$ cat src/hw/rtl/rarmt_pkg.sv
// ----------------------------------------------------------------------------
// rarmt_pkg
// Shared types, constants and arithmetic helpers for the range add / range
// max tree.
// ----------------------------------------------------------------------------
package rarmt_pkg;

  localparam int IDX_W      = 10;               // leaf index width
  localparam int LEVELS     = IDX_W;            // tree depth below the root
  localparam int NODE_W     = IDX_W + 1;        // node number width (1..2047)
  localparam int NODE_DEPTH = 1 << NODE_W;      // node store depth
  localparam int LVL_W      = 4;                // holds 0..LEVELS
  localparam int DATA_W     = 48;

  localparam logic signed [DATA_W-1:0] SENTINEL  = -(48'sh4000_0000_0000);
  localparam logic signed [DATA_W-1:0] POS_LIMIT = 48'sh7FFF_FFFF_FFFF;
  localparam logic signed [DATA_W-1:0] NEG_LIMIT = 48'sh8000_0000_0000;

  typedef logic signed [DATA_W-1:0] data_t;

  typedef enum logic [1:0] {
    MODE_ADD   = 2'd0,
    MODE_QUERY = 2'd1,
    MODE_SET   = 2'd2
  } mode_t;

  typedef enum logic [3:0] {
    ST_CLEAR,
    ST_IDLE,
    ST_RD_NODE,
    ST_EVAL,
    ST_CH_A,
    ST_CH_B,
    ST_CH_C,
    ST_ACT,
    ST_RETURN,
    ST_PULL_A,
    ST_PULL_B,
    ST_PULL_C,
    ST_DONE
  } state_t;

  // controller -> datapath
  typedef struct packed {
    logic load;
    logic clr_step;
    logic rd_node;
    logic eval;
    logic ch_a;
    logic ch_b;
    logic ch_c;
    logic ch_amt;
    logic act;
    logic go_child;
    logic go_sib;
    logic go_parent;
    logic pull_a;
    logic pull_b;
    logic pull_c;
    logic out_load;
  } cmd_t;

  // datapath -> controller
  typedef struct packed {
    logic clr_last;
    logic in_skip;
    logic in_query;
    logic is_query;
    logic is_add;
    logic leaf;
    logic p_nz;
    logic disjoint;
    logic covered;
    logic root;
    logic k_odd;
    logic out_free;
  } status_t;

  // 48-bit add that clamps at the signed limits
  function automatic data_t sat_add(data_t a, data_t b);
    logic signed [DATA_W:0] s;
    s = {a[DATA_W-1], a} + {b[DATA_W-1], b};
    if (s[DATA_W] != s[DATA_W-1]) begin
      sat_add = s[DATA_W] ? NEG_LIMIT : POS_LIMIT;
    end else begin
      sat_add = s[DATA_W-1:0];
    end
  endfunction

endpackage

$ cat src/hw/rtl/rarmt_ctrl.sv
// ----------------------------------------------------------------------------
// rarmt_ctrl
// Sequencer for the tree walk: clear sweep, per-node push, action, return
// and pull steps.
// ----------------------------------------------------------------------------
module rarmt_ctrl (
  input  logic               clk,
  input  logic               rst_n,
  input  logic               in_valid,
  output logic               in_stall,
  input  rarmt_pkg::status_t sts,
  output rarmt_pkg::cmd_t    cmd
);

  rarmt_pkg::state_t state_r, state_nxt;
  logic phase_r, phase_nxt;   // 1: child push carries the add amount

  always_ff @(posedge clk) begin
    if (!rst_n) begin
      state_r <= rarmt_pkg::ST_CLEAR;
      phase_r <= 1'b0;
    end else begin
      state_r <= state_nxt;
      phase_r <= phase_nxt;
    end
  end

  // next state
  always_comb begin
    state_nxt = state_r;
    phase_nxt = phase_r;
    unique case (state_r)
      rarmt_pkg::ST_CLEAR: begin
        if (sts.clr_last) state_nxt = rarmt_pkg::ST_IDLE;
      end
      rarmt_pkg::ST_IDLE: begin
        if (in_valid) begin
          if (!sts.in_skip)     state_nxt = rarmt_pkg::ST_RD_NODE;
          else if (sts.in_query) state_nxt = rarmt_pkg::ST_DONE;
        end
      end
      rarmt_pkg::ST_RD_NODE: state_nxt = rarmt_pkg::ST_EVAL;
      rarmt_pkg::ST_EVAL: begin
        phase_nxt = 1'b0;
        if (!sts.leaf && sts.p_nz) state_nxt = rarmt_pkg::ST_CH_A;
        else                       state_nxt = rarmt_pkg::ST_ACT;
      end
      rarmt_pkg::ST_CH_A: state_nxt = rarmt_pkg::ST_CH_B;
      rarmt_pkg::ST_CH_B: state_nxt = rarmt_pkg::ST_CH_C;
      rarmt_pkg::ST_CH_C: begin
        state_nxt = phase_r ? rarmt_pkg::ST_RETURN : rarmt_pkg::ST_ACT;
      end
      rarmt_pkg::ST_ACT: begin
        if (sts.disjoint) begin
          state_nxt = rarmt_pkg::ST_RETURN;
        end else if (sts.covered) begin
          if (sts.is_add && !sts.leaf) begin
            state_nxt = rarmt_pkg::ST_CH_A;
            phase_nxt = 1'b1;
          end else begin
            state_nxt = rarmt_pkg::ST_RETURN;
          end
        end else begin
          state_nxt = rarmt_pkg::ST_RD_NODE;
        end
      end
      rarmt_pkg::ST_RETURN: begin
        if (sts.root)         state_nxt = rarmt_pkg::ST_DONE;
        else if (!sts.k_odd)  state_nxt = rarmt_pkg::ST_RD_NODE;
        else if (sts.is_query) state_nxt = rarmt_pkg::ST_RETURN;
        else                  state_nxt = rarmt_pkg::ST_PULL_A;
      end
      rarmt_pkg::ST_PULL_A: state_nxt = rarmt_pkg::ST_PULL_B;
      rarmt_pkg::ST_PULL_B: state_nxt = rarmt_pkg::ST_PULL_C;
      rarmt_pkg::ST_PULL_C: state_nxt = rarmt_pkg::ST_RETURN;
      rarmt_pkg::ST_DONE: begin
        if (!sts.is_query || sts.out_free) state_nxt = rarmt_pkg::ST_IDLE;
      end
      default: state_nxt = rarmt_pkg::ST_CLEAR;
    endcase
  end

  // outputs
  always_comb begin
    cmd      = '0;
    in_stall = 1'b1;
    unique case (state_r)
      rarmt_pkg::ST_CLEAR:   cmd.clr_step = 1'b1;
      rarmt_pkg::ST_IDLE: begin
        in_stall = 1'b0;
        cmd.load = in_valid;
      end
      rarmt_pkg::ST_RD_NODE: cmd.rd_node = 1'b1;
      rarmt_pkg::ST_EVAL:    cmd.eval = 1'b1;
      rarmt_pkg::ST_CH_A: begin
        cmd.ch_a   = 1'b1;
        cmd.ch_amt = phase_r;
      end
      rarmt_pkg::ST_CH_B: begin
        cmd.ch_b   = 1'b1;
        cmd.ch_amt = phase_r;
      end
      rarmt_pkg::ST_CH_C: begin
        cmd.ch_c   = 1'b1;
        cmd.ch_amt = phase_r;
      end
      rarmt_pkg::ST_ACT: begin
        cmd.act      = 1'b1;
        cmd.go_child = !sts.disjoint && !sts.covered;
      end
      rarmt_pkg::ST_RETURN: begin
        cmd.go_sib    = !sts.root && !sts.k_odd;
        cmd.go_parent = !sts.root && sts.k_odd;
      end
      rarmt_pkg::ST_PULL_A:  cmd.pull_a = 1'b1;
      rarmt_pkg::ST_PULL_B:  cmd.pull_b = 1'b1;
      rarmt_pkg::ST_PULL_C:  cmd.pull_c = 1'b1;
      rarmt_pkg::ST_DONE:    cmd.out_load = sts.is_query && sts.out_free;
      default: ;
    endcase
  end

endmodule

$ cat config.mk
export PLATFORM = sky130hd
export DESIGN_NAME = rarmt_ctrl
export DESIGN_NICKNAME = d
export VERILOG_FILES = /design/src/hw/rtl/rarmt_pkg.sv /design/src/hw/rtl/rarmt_ctrl.sv
export SDC_FILE = /design/constraint.sdc
export NUM_CORES = 1
export LEC_CHECK = 0
export BUFFER_PORTS_ARGS = -buffer_cell sky130_fd_sc_hd__buf_2
export CAP_MARGIN = 25
export CORE_UTILIZATION = 44
export DETAILED_ROUTE_END_ITERATION = 10
export PLACE_DENSITY = 0.79
export SETUP_SLACK_MARGIN = 0.2
export SLEW_MARGIN = 5
export SYNTH_ARGS = -nofsm -noshare
export SYNTH_HDL_FRONTEND = slang
export SYNTH_SLANG_ARGS = --single-unit
$ cat constraint.sdc
create_clock -name clk -period 1.4 [get_ports clk]
set_input_delay 0.28 -clock clk [delete_from_list [all_inputs] [get_ports clk]]
set_output_delay 0.28 -clock clk [all_outputs]
set_load 0.05 [all_outputs]
==> flow_summary.rst, run 1 <==
.. list-table::
   :header-rows: 1

   * - Metric
     - Value
   * - Run status
     - did not finish
   * - Exit stage
     - clock tree synthesis
   * - Error msg
     - [ERROR DPL-0038] Utilization greater than 100%, impossible to legalize
   * - Fraction of the mapped netlist area in simple logic gates
     - between 40% and 50%
   * - # hold bufs at CTS
     - 0
   * - H-tree lvl count
     - 1
   * - Total number of clock tree sinks
     - 5
   * - Post-synthesis instance area
     - 646 µm²
   * - Synth area leaders
     - sky130_fd_sc_hd__dfxtp_1, sky130_fd_sc_hd__nor2_1, sky130_fd_sc_hd__nand2b_1
   * - Top cell types by occurrence after synthesis
     - sky130_fd_sc_hd__nor2_1, sky130_fd_sc_hd__nand2_1, sky130_fd_sc_hd__inv_1, sky130_fd_sc_hd__nor3_1
   * - Library cell used as clock root buffer
     - sky130_fd_sc_hd__clkbuf_4
   * - Fraction of post-synthesis cell area in the top cell type by area
     - 15.5%
   * - IO Pins
     - 32
   * - Initial standard-cell utilization of the core
     - 48.4%
   * - Post-Syn Instances
     - 91
   * - Number of enable-type register cells in the synthesized netlist
     - 0
   * - Post-synthesis share of cell area spent on full adders, half adders and majority gates
     - 0%
   * - Instance area at placement
     - 1060 µm²
   * - Area fraction in compound gates after synthesis
     - 27.1%
   * - Placement Rows
     - 13
   * - Horizontal die dimension
     - 40.3 µm
   * - Number of CTS-inserted buffers
     - 3
   * - Detail Placement HPWL
     - 1.71 mm
   * - IO buf count
     - 31
   * - Routability congestion estimate from global placement
     - just under 0.9
   * - DIE HEIGHT
     - 40.3 µm
   * - Post-cts sizing count
     - 68
   * - Library cell with the largest summed area after synthesis
     - sky130_fd_sc_hd__dfxtp_1
   * - Number of buffers inserted by post-CTS setup repair
     - 7
   * - Xor/xnor share of the synthesized area
     - 0%
   * - Flop and latch count out of synthesis
     - 5
   * - Number of warning messages in the yosys log
     - 0
   * - Proportion of register bits with asynchronous set or reset after synthesis
     - 0%
   * - Number of distinct library cells after synthesis
     - 34
   * - CTS max path bufs
     - 2
   * - Most used standard cell by instance count after synthesis
     - sky130_fd_sc_hd__nor2_1
   * - Multiplexer share of the synthesized area
     - 1.74%
   * - Net count after synthesis
     - 106
   * - Mean cell area of the mapped netlist
     - around 7 µm²
   * - Synth Flop Type
     - sky130_fd_sc_hd__dfxtp_1
   * - Sequential element share of the synthesized area
     - 15.5%
   * - Main combinational cell family by area after synthesis
     - simple AND/OR/NAND/NOR gates
through the flow:
| stage | setup slack, ps | setup TNS (ps) | instances |
|---|---|---|---|
| 2_1_floorplan | -182 | -785 | 91 |
| 3_3_place_gp | 3.59 | 0 | 150 |
| 3_5_place_dp | -53.8 | -120 | 150 |
cell families after synthesis:
logic type,after synthesis
buffers and inverters,14
muxes,1
AOI/OAI and AO/OA,24
and+or+nand+nor,47
DFF,5
==> inputs of run 2 (changes only) <==
--- a/config.mk
+++ b/config.mk
@@ -7,10 +7,10 @@
 export LEC_CHECK = 0
 export BUFFER_PORTS_ARGS = -buffer_cell sky130_fd_sc_hd__buf_2
 export CAP_MARGIN = 25
-export CORE_UTILIZATION = 44
+export CORE_AREA = 2 2 63 65
 export DETAILED_ROUTE_END_ITERATION = 10
-export PLACE_DENSITY = 0.79
-export SETUP_SLACK_MARGIN = 0.2
+export DIE_AREA = 0 0 65 67
+export PLACE_DENSITY_LB_ADDON = 0.15
 export SLEW_MARGIN = 5
 export SYNTH_ARGS = -nofsm -noshare
 export SYNTH_HDL_FRONTEND = slang
==> run 2 against run 1 <==
The flow now finishes, with violations (negative setup slack). Synthesized area unchanged. Synthesized cell count did not move.
==> flow_summary.rst, run 2 <==
.. list-table::
   :header-rows: 1

   * - Metric
     - Value
   * - Cell repeated most along the worst path
     - sky130_fd_sc_hd__nand2b_4
   * - Insertion delay to the later sink of the worst-skew pair
     - 220 ps
   * - Sequential element share of the synthesized area
     - 15.5% (unchanged)
   * - DIE HEIGHT
     - 67 µm (+66%)
   * - Final setup fails
     - 18
   * - Final Max Tran Viols
     - 0
   * - Antenna violations before repair
     - 0
   * - WL/cell
     - 12.4 µm
   * - Top cell types by occurrence after synthesis
     - sky130_fd_sc_hd__nor2_1, sky130_fd_sc_hd__nand2_1, sky130_fd_sc_hd__inv_1, sky130_fd_sc_hd__nor3_1
   * - Area used by multi-input combinational logic
     - between 600 and 700 µm²
   * - CTS clock-pin slew for the worst setup and hold paths
     - ~40 ps
   * - Placeable core region
     - 3610 µm²
   * - Post-Route Skew
     - 3.23 ps
   * - Library cell contributing the largest single delay on the critical path
     - sky130_fd_sc_hd__dfxtp_2
   * - Routability congestion estimate from global placement
     - 0.821 (-8.1%)
   * - Met1 global-route usage
     - 15.3%
   * - Routed WL
     - approximately 2.4 mm
   * - Run status
     - finished with violations
   * - Crit. End Element
     - output pin
   * - CTS tree
     - built
   * - Vias after detailed routing
     - 863
   * - Failing checks
     - negative setup slack
   * - IO buf count
     - 31 (unchanged)
   * - Synth Flop Type
     - sky130_fd_sc_hd__dfxtp_1
   * - Library cell with the largest summed area after synthesis
     - sky130_fd_sc_hd__dfxtp_1
   * - Overall global routing resource usage
     - 11.4%
   * - Fraction of the mapped netlist area in simple logic gates
     - 42.8% (unchanged)
   * - Fraction of post-synthesis cell area in the top cell type by area
     - 15.5% (unchanged)
   * - Cells along the critical path
     - nand2b_4, nand2b_4, nor3b_4, buf_6
   * - Routing usage on met3
     - under 10%
   * - Number of warning messages in the yosys log
     - 0 (unchanged)
   * - Multiplexer share of the synthesized area
     - 1.74% (unchanged)
   * - Post-synthesis share of cell area spent on full adders, half adders and majority gates
     - 0% (unchanged)
   * - Most frequent cells in the layout
     - sky130_fd_sc_hd__buf_4, sky130_fd_sc_hd__buf_6, sky130_fd_sc_hd__buf_2
   * - Flop and latch count out of synthesis
     - 5 (unchanged)
   * - Fin util
     - 40.8%
   * - DRC
     - 0
   * - Area fraction in compound gates after synthesis
     - 27.1% (unchanged)
   * - GRT met2 Usage
     - 18.9%
   * - Share of cells above drive strength 1
     - slightly above 70%
   * - Filler Cells Inserted
     - approximately 370
   * - Placement Rows
     - 22 (+9)
   * - Most congested layer reported by global routing
     - met2
   * - Data arrival time of the worst path
     - 1250 ps
   * - Library cell used as clock root buffer
     - sky130_fd_sc_hd__clkbuf_8
   * - Number of iterations in the first detailed-routing pass
     - 4
   * - Via count of the first global-routing pass
     - 859
   * - Registers with the highest flip-flop counts
     - state_r x4, phase_r x1
   * - Horizontal die dimension
     - 65 µm (+61%)
   * - Worst slew margin
     - between 70% and 80%
   * - Max reg flops
     - 4
   * - Most used standard cell by instance count after synthesis
     - sky130_fd_sc_hd__nor2_1
   * - Worst Hold Margin
     - 377 ps
   * - H-tree lvl count
     - 1 (unchanged)
   * - Number of distinct library cells after synthesis
     - 34 (unchanged)
   * - Net total in the final layout
     - 163
   * - Antenna diode instance count
     - 0
   * - Most common cell after layout, fill and taps aside
     - sky130_fd_sc_hd__buf_4
   * - Total number of clock tree sinks
     - 5 (unchanged)
   * - Remaining antenna violation count after routing
     - 0
   * - Drt first-iter violations
     - 17
   * - Total power divided by cell area
     - 1340 nW/µm²
   * - Period minus WS final
     - 1530 ps
   * - Post-synthesis to final-layout area growth
     - 128%
   * - Peak clock frequency supported by timing
     - 0.653 GHz
   * - Wire length of the first global-routing pass
     - 3.92 mm
   * - Detail Placement HPWL
     - 1.90 mm (+11%)
   * - VDD IR max
     - 0.313 mV
   * - Leftover overflow at the end of global routing
     - 0
   * - Worst setup path class
     - reg -> out
   * - Largest net degree at the start of global routing
     - 18
   * - Worst EP required
     - 1120 ps
   * - Die ar.
     - around 4400 µm²
   * - Critical path's largest stage delay
     - 330 ps
   * - Mean cell area of the mapped netlist
     - 7.09 µm² (unchanged)
   * - Sequential Area
     - 113 µm²
   * - Worst-margin pin slew
     - approximately 330 ps
   * - Worst Setup Start Kind
     - flop
   * - Hold Vio Cnt, Final
     - 0
   * - Number of CTS-inserted buffers
     - 3 (unchanged)
   * - Post-Syn Instances
     - 91 (unchanged)
   * - Xor/xnor share of the synthesized area
     - 0% (unchanged)
   * - Final worst-path cycle share
     - 109%
   * - Final Power
     - 1.97 mW
   * - Synth area leaders
     - sky130_fd_sc_hd__dfxtp_1, sky130_fd_sc_hd__nor2_1, sky130_fd_sc_hd__nand2b_1
   * - Net count after synthesis
     - 106 (unchanged)
   * - Instance area at placement
     - 1100 µm² (+3.5%)
   * - Number of vias per cell after detailed routing
     - 4.43
   * - Post-synthesis instance area
     - 646 µm² (unchanged)
   * - IO Pins
     - 32 (unchanged)
   * - Number of enable-type register cells in the synthesized netlist
     - 0 (unchanged)
   * - Max cap viols
     - 0
   * - Hold crit path type
     - in -> reg
   * - Proportion of register bits with asynchronous set or reset after synthesis
     - 0% (unchanged)
   * - Final WS setup
     - -132 ps
   * - RSZ-0062 raised after global routing
     - yes
   * - Register with the highest flop count
     - state_r
   * - Main combinational cell family by area after synthesis
     - simple AND/OR/NAND/NOR gates
   * - Static power due to leakage
     - 0.622 nW
   * - Initial standard-cell utilization of the core
     - 17.9% (-31 points)
   * - Post-Layout Inst Area
     - 1470 µm²
   * - Summed negative setup slack over all endpoints
     - -1210 ps
   * - CTS max path bufs
     - 2 (unchanged)
   * - Maximum fanout along the worst path
     - 4
-- run 2: cell counts after synthesis --
Identical to the previous run, type by type.
-- run 2: area by class of cell --
cell class                      instances  area share (%)
Clock buffer                            4            3.06
Tap cell                               48            4.09
Timing Repair Buffer                   60            36.3
Multi-Input combinational cell         72            47.4
Sequential cell                         5            7.66
Inverter                                6            1.53
-- run 2: logic make-up (layout without fill, tap and decap cells) --
logic type / count (synthesis) / count (layout)
flip-flops: 5 / 5
multiplexers: 1 / 1
buffers and inverters: 14 / 70
AND/OR/NAND/NOR: 47 / 47
AO/OA/AOI/OAI: 24 / 24
-- run 2: per-stage QoR --
stage | worst slack [ps] | cells
2_1_floorplan | -182 | 91
6_report | -132 | 195
5_1_grt | -170 | 195
4_1_cts | -157 | 193
3_5_place_dp | -146 | 182
3_3_place_gp | -142 | 182
-- run 2: power by group --
group / leakage (nW) / switching [mW] / internal, mW
Combinational: 0.556 / 0.774 / 0.673
Sequential: 0.0433 / 0.0776 / 0.183
Clock: 0.0228 / 0.0681 / 0.195
Total: 0.622 / 0.920 / 1.05
-- run 2: path summary, 6_finish.rpt --
path	end	cells after the start	start	slack, ps
max	cmd[4]	4	state_r[0]	-130
min	state_r[1]	3	rst_n	380
max reg2reg	state_r[3]	6	state_r[1]	-40
min reg2reg	state_r[3]	4	state_r[1]	730
-- run 2: metal layers --
| layer | routed length, µm | share of wire (%) | up-vias |
|---|---|---|---|
| met2 | 1220 | 50 | 18 |
| met5 | 0 | 0 | - |
| met4 | 14 | 0.58 | 0 |
| met3 | 69 | 2.9 | 2 |
| met1 | 1110 | 46 | 404 |
| li1 | - | - | 439 |
-- run 2: repair_timing --
item / in CTS / in global routing
buffers inserted: 7 / 2
hold buffers: 0 / 0
cloned: 0 / 0
endpoints found under the setup margin: 21 / 21
pin swaps: 8 / 3
resized for setup: 62 / 13
-- run 2: worst max-delay path, delay by kind of cell (launching register included) --
kind / cells / cell delay [ps]
buffers and inverters: 1 / 190
DFF: 1 / 330
and+or+nand+nor: 3 / 520
Note: power is estimated with default switching activity, not from simulation.
==> inputs of run 3 (changes only) <==
--- a/config.mk
+++ b/config.mk
@@ -10,8 +10,9 @@
 export CORE_AREA = 2 2 63 65
 export DETAILED_ROUTE_END_ITERATION = 10
 export DIE_AREA = 0 0 65 67
-export PLACE_DENSITY_LB_ADDON = 0.15
+export MAX_ROUTING_LAYER = met4
 export SLEW_MARGIN = 5
 export SYNTH_ARGS = -nofsm -noshare
 export SYNTH_HDL_FRONTEND = slang
 export SYNTH_SLANG_ARGS = --single-unit
+export TNS_END_PERCENT = 20
==> run 3 against run 2 <==
Power fell by 10%. Cell area fell by 9.3%. The run still ends with negative setup slack left. Clock-buffer cell count did not move. Final cell count fell by 3.1%. Largest power group unchanged. Largest cell class unchanged. Combinational power fell by 14%. Critical path type unchanged. Sequential share of layout area rose by 0.78 points.
==> flow_summary.rst, run 3 (synthesis results as in run 2) <==
.. list-table::
   :header-rows: 1

   * - Metric
     - Value
   * - Routability congestion estimate from global placement
     - 0.793 (-3.4%)
   * - Period minus WS final
     - 1540 ps (+9.89 ps)
   * - Leftover overflow at the end of global routing
     - 0 (unchanged)
   * - H-tree lvl count
     - 1 (unchanged)
   * - Hold path cells
     - 3 (unchanged)
   * - CTS clock-pin slew for the worst setup and hold paths
     - 40 ps (about the same)
   * - Startpoint of the tightest hold check path
     - rst_n
   * - Horizontal die dimension
     - 65 µm (unchanged)
   * - Final WS setup
     - -142 ps (-9.89 ps)
   * - WL/cell
     - 12.0 µm (-3.3%)
   * - Initial standard-cell utilization of the core
     - 17.9% (unchanged)
   * - Post-Route Skew
     - 3.43 ps (+0.203 ps)
   * - Capture instance of the worst register-to-register path
     - state_r[1]
   * - Switching Share
     - 47.6% (+0.98 points)
   * - Hold crit path type
     - in -> reg
   * - Worst setup path class
     - reg -> out
   * - Area used by multi-input combinational logic
     - 644 µm² (-7.5%)
   * - Worst R2R Path Depth
     - 5 (-1)
   * - Crit. End Element
     - output pin
   * - Internal portion of total power
     - 927 µW (-12%)
   * - VDD IR max
     - 0.362 mV (+16%)
   * - Wire length of the first global-routing pass
     - 3.69 mm (-5.8%)
   * - End point of the most critical hold path
     - state_r[0]
   * - Startpoint of the worst register-to-register path
     - state_r[1]
   * - Peak clock frequency supported by timing
     - 0.649 GHz (-0.64%)
   * - Final Power
     - 1.77 mW (-10%)
   * - Final Max Tran Viols
     - 0 (unchanged)
   * - Power share of the combinational group
     - 69.9% (-3.5 points)
   * - Static power due to leakage
     - 0.565 nW (-9.2%)
   * - Final setup fails
     - 16 (-2)
   * - Library cell used as clock root buffer
     - sky130_fd_sc_hd__clkbuf_8
   * - Most frequent cells in the layout
     - sky130_fd_sc_hd__buf_4, sky130_fd_sc_hd__buf_6, sky130_fd_sc_hd__buf_2
   * - Instance area at placement
     - 1080 µm² (-1.3%)
   * - IO Pins
     - 32 (unchanged)
   * - Registers with the highest flip-flop counts
     - state_r x4, phase_r x1
   * - Total number of clock tree sinks
     - 5 (unchanged)
   * - Number of CTS-inserted buffers
     - 3 (unchanged)
   * - Run status
     - finished with violations
   * - Post-synthesis to final-layout area growth
     - 107%
   * - Maximum fanout along the worst path
     - 5 (+1)
   * - Largest net degree at the start of global routing
     - 11 (-7)
   * - Detail Placement HPWL
     - 1.81 mm (-5.0%)
   * - CTS tree
     - built
   * - Net total in the final layout
     - 157 (-3.7%)
   * - CTS max path bufs
     - 2 (unchanged)
   * - Register share of total power
     - 14.8% (+1.6 points)
   * - Max cap viols
     - 0 (unchanged)
   * - Antenna violations before repair
     - 0 (unchanged)
   * - IO buf count
     - 31 (unchanged)
   * - Placeable core region
     - 3610 µm² (unchanged)
   * - Register-to-register setup slack
     - 30 ps (+70 ps)
   * - Post-Layout Inst Area
     - 1330 µm² (-9.3%)
   * - Worst-margin pin slew
     - 293 ps (-39.8 ps)
   * - Worst Hold Margin
     - 322 ps (-54.4 ps)
   * - Hold Vio Cnt, Final
     - 0 (unchanged)
   * - Switching power
     - 843 µW (-8.3%)
   * - Most common cell after layout, fill and taps aside
     - sky130_fd_sc_hd__buf_4
   * - Filler Cells Inserted
     - 361 (-3.2%)
   * - Register with the highest flop count
     - state_r
   * - DRC
     - 0 (unchanged)
   * - Drt first-iter violations
     - 8 (-9)
   * - Final worst-path cycle share
     - 110% (+0.71 points)
   * - Sequential Area
     - 113 µm² (unchanged)
   * - Overall global routing resource usage
     - 11.2% (-0.22 points)
   * - Routed WL
     - 2.26 mm (-6.3%)
   * - Crit path from
     - state_r[0]
   * - DIE HEIGHT
     - 67 µm (unchanged)
   * - Relative contribution of the clock network to total power
     - 15.3% (+1.9 points)
   * - Placement Rows
     - 22 (unchanged)
   * - Data arrival time of the worst path
     - 1260 ps (about the same)
   * - Insertion delay to the later sink of the worst-skew pair
     - 220 ps (about the same)
   * - Worst Setup Start Kind
     - flop
   * - Number of vias per cell after detailed routing
     - 4.39 (-0.77%)
   * - Die ar.
     - 4360 µm² (unchanged)
   * - Max reg flops
     - 4 (unchanged)
   * - Failing checks
     - negative setup slack
   * - Summed negative setup slack over all endpoints
     - -1340 ps (-134 ps)
   * - Total power divided by cell area
     - 1330 nW/µm² (-1.0%)
   * - Number of iterations in the first detailed-routing pass
     - 4 (unchanged)
   * - Share of cells above drive strength 1
     - 68.8% (-4.0 points)
   * - RSZ-0062 raised after global routing
     - yes
   * - Via count of the first global-routing pass
     - 820 (-4.5%)
   * - # hold bufs at CTS
     - 0 (unchanged)
   * - Antenna diode instance count
     - 0 (unchanged)
   * - Vias after detailed routing
     - 830 (-3.8%)
   * - Worst EP required
     - 1120 ps (about the same)
   * - Worst slew margin
     - 80.3% (+2.5 points)
   * - Remaining antenna violation count after routing
     - 0 (unchanged)
run 3: worst max-delay path by stage:
stage / end / slack, ps / depth (start not counted)
CTS: cmd[4] / -130 / 4
global route: cmd[4] / -210 / 4
detailed placement: state_r[0] / -140 / 6
global placement: state_r[0] / -170 / 6
floorplan: state_r[0] / -190 / 6
finish: cmd[4] / -140 / 4
run 3: power by group through the flow:
stage | Sequential (mW) | Clock [mW] | Combinational, mW
6_report | 0.261 | 0.271 | 1.24
5_1_grt | 0.269 | 0.285 | 1.32
3_5_place_dp | 0.230 | 0 | 1.06
3_3_place_gp | 0.225 | 0 | 1.07
4_1_cts | 0.254 | 0.272 | 1.23
2_1_floorplan | 0.196 | 0 | 0.817
run 3: worst max-delay path, stage by stage, from the launching register on:
cell and delay [ps]:
sky130_fd_sc_hd__dfxtp_2 340, sky130_fd_sc_hd__nand2b_4 140, sky130_fd_sc_hd__nand2b_4 160, sky130_fd_sc_hd__nor3b_4 210
sky130_fd_sc_hd__buf_6 190
run 3: area by class of cell:
| class | count | area share, % |
|---|---|---|
| clock buffers | 4 | 3.38 |
| inverters | 6 | 1.69 |
| repair buffers | 54 | 33.7 |
| flip-flops and latches | 5 | 8.44 |
| multi-input cells | 72 | 48.3 |
| well taps | 48 | 4.50 |
run 3: metrics by stage:
stage	worst slack [ps]	instances	util, %
global route	-207	189	37.0
finish	-142	189	37.0
floorplan	-190	91	-
global placement	-167	184	30.1
CTS	-133	189	36.5
detailed placement	-139	184	30.1
run 3: timing repair:
action                     4_1_cts  5_1_grt
resized for setup               56        6
pin swaps                        3        1
setup endpoints to repair       21       19
gates cloned                     0        0
buffers inserted                 1        0
run 3: layer usage:
| layer | track usage, % | wire, µm | part of all wire [%] |
|---|---|---|---|
| met1 | 14.1 | 1030 | 46 |
| met5 | - | 0 | 0 |
| met4 | 3.19 | 19 | 0.84 |
| met3 | 1.18 | 83 | 3.7 |
| met2 | 19.1 | 1130 | 50 |
